File: config.mk
export PLATFORM = sky130hd
export DESIGN_NAME = cfb_front
export DESIGN_NICKNAME = d
export VERILOG_FILES = /design/src/design/cfb_pkg.sv /design/src/design/cfb_front.sv
export SDC_FILE = /design/constraint.sdc
export NUM_CORES = 1
export LEC_CHECK = 0
export BUFFER_PORTS_ARGS = -buffer_cell sky130_fd_sc_hd__buf_2
export CORE_AREA = 2 2 96 98
export DETAILED_ROUTE_END_ITERATION = 8
export DIE_AREA = 0 0 98 100
export GPL_ROUTABILITY_DRIVEN = 1
export PLACE_DENSITY = 0.64
export REMOVE_ABC_BUFFERS = 1
export SLEW_MARGIN = 20
export SYNTH_ARGS = -nofsm -noshare
export SYNTH_HDL_FRONTEND = slang
export SYNTH_SLANG_ARGS = --single-unit
File: constraint.sdc
create_clock -name i_clk -period 3.5 [get_ports i_clk]
set_input_delay 0.7 -clock i_clk [delete_from_list [all_inputs] [get_ports i_clk]]
set_output_delay 0.7 -clock i_clk [all_outputs]
set_load 0.01 [all_outputs]
File: src/design/cfb_pkg.sv
// Shared types and constants for the change-tracking feedback table.
// Used by every module of the block except cfb_ram; depends on nothing.
package cfb_pkg;

    localparam int SLOTS      = 128;
    localparam int SLOT_W     = 7;
    localparam int MAX_SENDS  = 16;
    localparam int CNT_W      = 5;
    localparam int TOL_W      = 31;
    localparam int CFG_W      = 31;

    localparam logic CFG_SINK_READY = 1'b0;
    localparam logic CFG_ECHO_TOL   = 1'b1;

    localparam logic [2:0] FN_PUBLISH  = 3'd0;
    localparam logic [2:0] FN_RETIRE   = 3'd1;
    localparam logic [2:0] FN_RECEIVED = 3'd2;
    localparam logic [2:0] FN_SNAPSHOT = 3'd3;
    localparam logic [2:0] FN_CLEAR    = 3'd4;
    localparam logic [2:0] FN_FLUSH    = 3'd5;

    localparam logic KIND_VALUE   = 1'b0;
    localparam logic KIND_SUMMARY = 1'b1;

    typedef enum logic [2:0] {
        OP_PUBLISH,
        OP_RETIRE,
        OP_RECEIVED,
        OP_SNAPSHOT,
        OP_CLEAR,
        OP_FLUSH
    } t_op;

    typedef struct packed {
        logic [2:0]        func;
        logic [SLOT_W-1:0] slot;
        logic [31:0]       value;
        logic              slot_is_delta;
    } t_in_item;

    typedef struct packed {
        logic              kind;
        logic [SLOT_W-1:0] out_slot;
        logic [31:0]       out_value;
        logic [CNT_W-1:0]  sent_in_flush;
        logic [31:0]       deferred_total;
        logic [47:0]       sent_total;
        logic              last;
    } t_out_item;

    typedef struct packed {
        t_op               op;
        logic [SLOT_W-1:0] slot;
        logic [31:0]       value;
        logic              delta;
    } t_cmd;

    typedef struct packed {
        logic valid;
        t_cmd cmd;
    } t_cmd_q;

endpackage

File: src/design/cfb_front.sv
// Front end: accepts input beats, classifies them into commands and holds them
// in a two-entry queue for the back end. Depends on cfb_pkg.
module cfb_front (
    input  logic              i_clk,
    input  logic              i_rst_n,
    input  logic              i_valid,
    input  cfb_pkg::t_in_item i_data,
    output logic              o_stall,
    input  logic              i_pop,
    output cfb_pkg::t_cmd_q   o_head
);
    cfb_pkg::t_cmd r_q [2];
    logic          r_wp;
    logic          r_rp;
    logic [1:0]    r_cnt;
    logic          known;
    logic          in_range;
    logic          push;
    logic          do_pop;
    cfb_pkg::t_cmd cmd;

    always_comb begin
        in_range  = int'(i_data.slot) < cfb_pkg::SLOTS;
        known     = 1'b1;
        cmd.slot  = i_data.slot;
        cmd.value = i_data.value;
        cmd.delta = i_data.slot_is_delta;
        cmd.op    = cfb_pkg::OP_FLUSH;
        unique case (i_data.func)
            cfb_pkg::FN_PUBLISH:  begin cmd.op = cfb_pkg::OP_PUBLISH;  known = in_range; end
            cfb_pkg::FN_RETIRE:   begin cmd.op = cfb_pkg::OP_RETIRE;   known = in_range; end
            cfb_pkg::FN_RECEIVED: begin cmd.op = cfb_pkg::OP_RECEIVED; known = in_range; end
            cfb_pkg::FN_SNAPSHOT: cmd.op = cfb_pkg::OP_SNAPSHOT;
            cfb_pkg::FN_CLEAR:    cmd.op = cfb_pkg::OP_CLEAR;
            cfb_pkg::FN_FLUSH:    cmd.op = cfb_pkg::OP_FLUSH;
            default:              known = 1'b0;
        endcase
    end

    assign o_stall      = (r_cnt == 2'd2);
    assign push         = i_valid && !o_stall && known;
    assign do_pop       = i_pop && (r_cnt != 2'd0);
    assign o_head.valid = (r_cnt != 2'd0);
    assign o_head.cmd   = r_q[r_rp];

    always_ff @(posedge i_clk) begin
        if (push) begin
            r_q[r_wp] <= cmd;
        end
        if (!i_rst_n) begin
            r_wp  <= 1'b0;
            r_rp  <= 1'b0;
            r_cnt <= 2'd0;
        end else begin
            if (push) begin
                r_wp <= ~r_wp;
            end
            if (do_pop) begin
                r_rp <= ~r_rp;
            end
            r_cnt <= r_cnt + 2'(push) - 2'(do_pop);
        end
    end
endmodule

# [Word level (Yosys, flattened, before mapping)]
# Memories as Yosys holds them, arrays and structs flattened. A register that Yosys moved wholly into a read port is not among the register bits.
# Index checks and enable logic that the tools add are counted.
[totals] regBits=4 inputBits=47 n_memories=1 output_inout_bits=45 mem_bits_rw=86
[mem_list] memory="r_q" depth=2 width=43 rd=1 rd_ports_with_merged_regs=1 wr=1 line="cfb_front.sv:12" source="cfb_pkg::t_cmd r_q [2];"
[classes] n_reduce_logical=7 n_mux=6 bitwise_logic=2 add_sub_neg=2 eq_ne=6
[op_table] cell="$pmux 3 s5" n=1
[op_table] cell="$eq 3x2->1 const B" n=2
[op_table] cell="$eq 3x3->1 const B" n=2
[op_table] cell="$reduce_or 6->1" n=1
[op_table] cell="$mux 1" n=5
[op_table] cell="$eq 3x1->1 const B" n=1
[op_table] cell="$logic_and 1x1->1" n=3
[op_table] cell="$logic_not 3->1" n=1
[op_table] cell="$add 2x1->2" n=1
[op_table] cell="$eq 2x2->1 const B" n=1
[op_table] cell="$not 1->1" n=2
[op_table] cell="$reduce_bool 2->1" n=1
[op_table] cell="$sub 2x1->2" n=1
[op_table] cell="$logic_not 1->1" n=1

# [Logic depth before layout (Yosys ltp)]
[logic_depth] ltp_word=6 depth_mapped=8

# [Least setup slack after synthesis]
# Ideal clock, no wire load.
[synth_timing] kind="input port to flip-flop" startpoint="input i_data[42] (netlist name)" endpoint="memory r_q[0][0] (netlist name) (enable)" cell_stages=3 slack_ns=0.322 arrival_ns=2.734 path_buffers=0 setup_time_ns=0.443 t_required_ns=3.057 cell_sequence="nand2_1 nand3b_4 nor2_1"
[synth_between] elab_chain_cells=6 elab_cells_between_ends=11 classes_between="5 x eq/ne; 3 x mux; 3 x reduce/logical"
[synth_lines] item="start: declaration" line="cfb_front.sv:7" source="input cfb_pkg::t_in_item i_data,"
[synth_lines] item="$eq 3x3->1 (tied with other cells)" line="cfb_front.sv:29" source="unique case (i_data.func)"
[synth_lines] item="$reduce_or 6->1 (no source line) *"
[synth_lines] item="$mux 1 *" line="cfb_front.sv:29"
[synth_lines] item="$logic_and 1x1->1 *" line="cfb_front.sv:41" source="assign push = i_valid && !o_stall && known;"
[synth_lines] item="$mux 1 *" line="cfb_front.sv:47" source="if (push) begin"
[synth_lines] item="$mux 1 (not written as such) *" line="cfb_front.sv:48" source="r_q[r_wp] <= cmd;"
[synth_lines] item="end: declaration" line="cfb_front.sv:12"
# Every way passes the cells marked *; elsewhere a longest branch is shown, timed or not.

==> Implementation_results.wiki <==
{| class="wikitable"
! Metric !! Value
|-
| Number of filler instances in the final layout || about 780
|-
| Routed via count divided by cell count || around 4.6
|-
| Routed metal-1 wirelength || ~2400 µm
|-
| Wirelength, routed || about 5500 µm
|-
| Via count of the first global-routing pass || roughly 1,800
|-
| Number of diodes added for antenna fixing || 0
|-
| Worst Tran Pin Value || about 670 ps
|-
| Syn. warnings || 0
|-
| Post-synthesis share of cell area spent on xor and xnor gates || 0.00733
|-
| Share of synthesized area spent on multiplexers || 0.180
|-
| Leakage dissipation || approximately 1.7 nW
|-
| Die area || 9800 µm²
|-
| Final hold violation count || 0
|-
| Multi-input combinational cell area || just over 800 µm²
|-
| Total negative setup slack || 0 ps
|-
| Start of the worst register-to-register path || r_cnt[1]
|-
| Total via count in the routed design || approximately 1,700
|-
| Number of DRC violations after detailed-routing iteration 0 || 25
|-
| Most common cell after layout, fill and taps aside || sky130_fd_sc_hd__buf_2
|-
| RSZ-0062 raised after global routing || no
|-
| R2R Path End || r_q[0][30]
|-
| Crit path max fanout || 26
|-
| Worst rel slew slack || 0.552
|-
| CTS HTree Levels || 3
|-
| Post-route clock period utilization || 0.744
|-
| Setup slack, reg-to-reg || 1650 ps
|-
| Compound-Gate Fraction of Synth Area || 0.00209
|-
| Gate Count Post-Synth || roughly 160
|-
| Maximum number of pins on one net before global-route repair || between 40 and 50
|-
| Critical path endpoint category || primary output
|-
| Detailed-route wire length per cell || between 10 and 15 µm
|-
| Max-capacitance violation count || 0
|-
| Clk buf depth || 2
|-
| Core utilization of the finished layout || 0.490
|-
| Path type of the worst setup path || reg -> out
|-
| Number of pins with negative max-slew slack in the final report || 0
|-
| WP data arrival || approximately 1900 ps
|-
| Register area share after synthesis || 0.748
|-
| Amount of wire on met3 after detailed routing || approximately 410 µm
|-
| Hold path depth || 2
|-
| DRC violations left || 0
|-
| Maximum clock frequency || about 0.38 GHz
|-
| Total number of placement rows || 35
|-
| WL met2 || about 2600 µm
|-
| Hold Path Sink || r_wp
|-
| Core area || roughly 8900 µm²
|-
| Hold-fix buffers at CTS || 0
|-
| Final setup violation count || 0
|-
| Total power divided by cell area || 670 nW/µm²
|-
| Register bit count reported by yosys || between 90 and 100
|-
| Effective utilization at floorplan || 0.403
|-
| Max Used Layer || met5
|-
| Share of Yosys cell area claimed by the top area cell type || 0.720
|-
| Clock insertion delay at the later pin of the skew report || ~350 ps
|-
| Cts bufs inserted || 9
|-
| Hold path startpoint || r_wp
|-
| Global route overflow || 0
|-
| Netlist cell types || 20
|-
| Global-route usage over all layers || 0.112
|-
| Required time reported for the critical path endpoint || 2800 ps
|-
| Die X || roughly 100 µm
|-
| Post-cts gate resize count || 0
|-
| Final ANT Viol Nets || 0
|-
| Die span in y || around 100 µm
|-
| Post-synthesis share of cell area spent on full adders, half adders and majority gates || 0.00698
|-
| Total I/O pin count || 92
|-
| First-pass GRT wire length || between 8000 and 9000 µm
|-
| Area Overhead vs Synth || 21.5%
|-
| Dominant combinational cell family by area after synthesis || multiplexers
|-
| Placer's final routability congestion estimate || 0.682
|-
| Antenna violations before repair || 1
|-
| Number of setup buffers added after CTS || 0
|-
| Per-instance average area after synthesis || 22.0 µm²
|-
| Max VDD drop || 313 µV
|-
| Ranking of synthesized cells by area || sky130_fd_sc_hd__edfxtp_1, sky130_fd_sc_hd__mux2_4, sky130_fd_sc_hd__dfxtp_1
|-
| Commonest cells after routing, fill and taps aside || sky130_fd_sc_hd__buf_2, sky130_fd_sc_hd__edfxtp_1, sky130_fd_sc_hd__mux2_4
|-
| Detailed Routing Iterations Pass 1 || 4
|-
| Hold WC Path Type || reg -> reg
|-
| Tightest hold margin || approximately 530 ps
|-
| Netlist Area Pre-Place || 3580 µm²
|-
| Post-synthesis simple-gate area fraction || 0.0269
|-
| Clock sink total || a little over 90
|-
| Area taken by flip-flops and latches || 2680 µm²
|-
| Post-route clock skew || ~10 ps
|-
| Final period demand of the worst path || roughly 2600 ps
|-
| Number of buffer cells added on primary ports || between 90 and 100
|-
| Clock tree root driver cell || sky130_fd_sc_hd__clkbuf_8
|-
| Crit path launch type || flip-flop
|-
| Number of cells on the worst reg-to-reg path || 4
|-
| Clock slew seen by the registers of the worst setup and hold paths || 90 ps
|-
| Detailed placer's ending HPWL || about 3800 µm
|-
| Fraction of final layout cells sized beyond drive strength 1 || 0.597
|-
| Status || complete, no violations
|-
| # nets final || 312
|-
| CTS tree || built
|-
| Leading area contributor after synthesis || sky130_fd_sc_hd__edfxtp_1
|}
==> cell usage after synthesis (all sizes together) <==
master / number
and2: 2
nor2b: 4
nand2b: 1
xnor2: 3
nand3b: 1
nor2: 2
nand2: 3
inv: 2
or2: 1
o21a: 1
mux2: 43
buf: 5
ha: 2
mux2i: 1
dfxtp: 5
edfxtp: 86
clkbuf: 1
==> state kept, by name, indices dropped and copies added (netlist names), named ones only <==
name / count
r_q: 86
r_rp: 1
r_cnt: 2
r_wp: 1
==> routing by layer <==
layer  track usage  vias up
met5             0        -
met4        0.0481        2
met3        0.0376        7
met2         0.179       62
met1         0.140      832
li1              -      825
==> critical path, cell delays in order (launching register included) <==
cell                      delay, ps
sky130_fd_sc_hd__dfxtp_2        750
sky130_fd_sc_hd__buf_12         300
sky130_fd_sc_hd__mux2_2         350
sky130_fd_sc_hd__buf_2          140
==> area by class of cell <==
class / instances / area share
multi-input combinational: 64 / 0.187
sequential: 91 / 0.616
tap: 111 / 0.0319
clock inverter: 7 / 0.0201
clock buffer: 9 / 0.0284
timing repair buffer: 95 / 0.114
inverter: 2 / 0.00172
==> metrics by stage <==
stage | cell area (µm²) | cells | total power [W] | worst slack (ps)
finish | 4350 | 379 | 0.00292 | 896
global route | 4350 | 379 | 0.00306 | 790
CTS | 4350 | 379 | 0.00297 | 847
detailed placement | 4140 | 363 | 0.00223 | 1160
global placement | 4140 | 363 | 0.00222 | 1220
floorplan | 3490 | 157 | 0.00197 | 322
==> where the power goes <==
part           switching, W  internal (W)
logic              0.000342      0.000429
registers         0.0000792       0.00134
clock network      0.000382      0.000349
total              0.000803       0.00212
==> worst max-delay path by stage <==
| stage | depth (start not counted) | start | to |
|---|---|---|---|
| after floorplan | 3 | i_data[42] | r_q[0][0] |
| after global placement | 5 | i_data[42] | r_q[0][26] |
| after detailed placement | 5 | i_data[42] | r_q[0][26] |
| after CTS | 3 | flip-flop | o_head[1] |
| after global routing | 3 | flip-flop | o_head[1] |
| final | 3 | flip-flop | o_head[0] |
==> logic make-up after synthesis <==
logic type | after synthesis
fa+ha+maj | 2
xor+xnor | 3
simple gates | 14
mux | 44
compound gates | 1
buf+inv | 8
flops | 91
No activity file was read; power rests on OpenSTA's default activity.
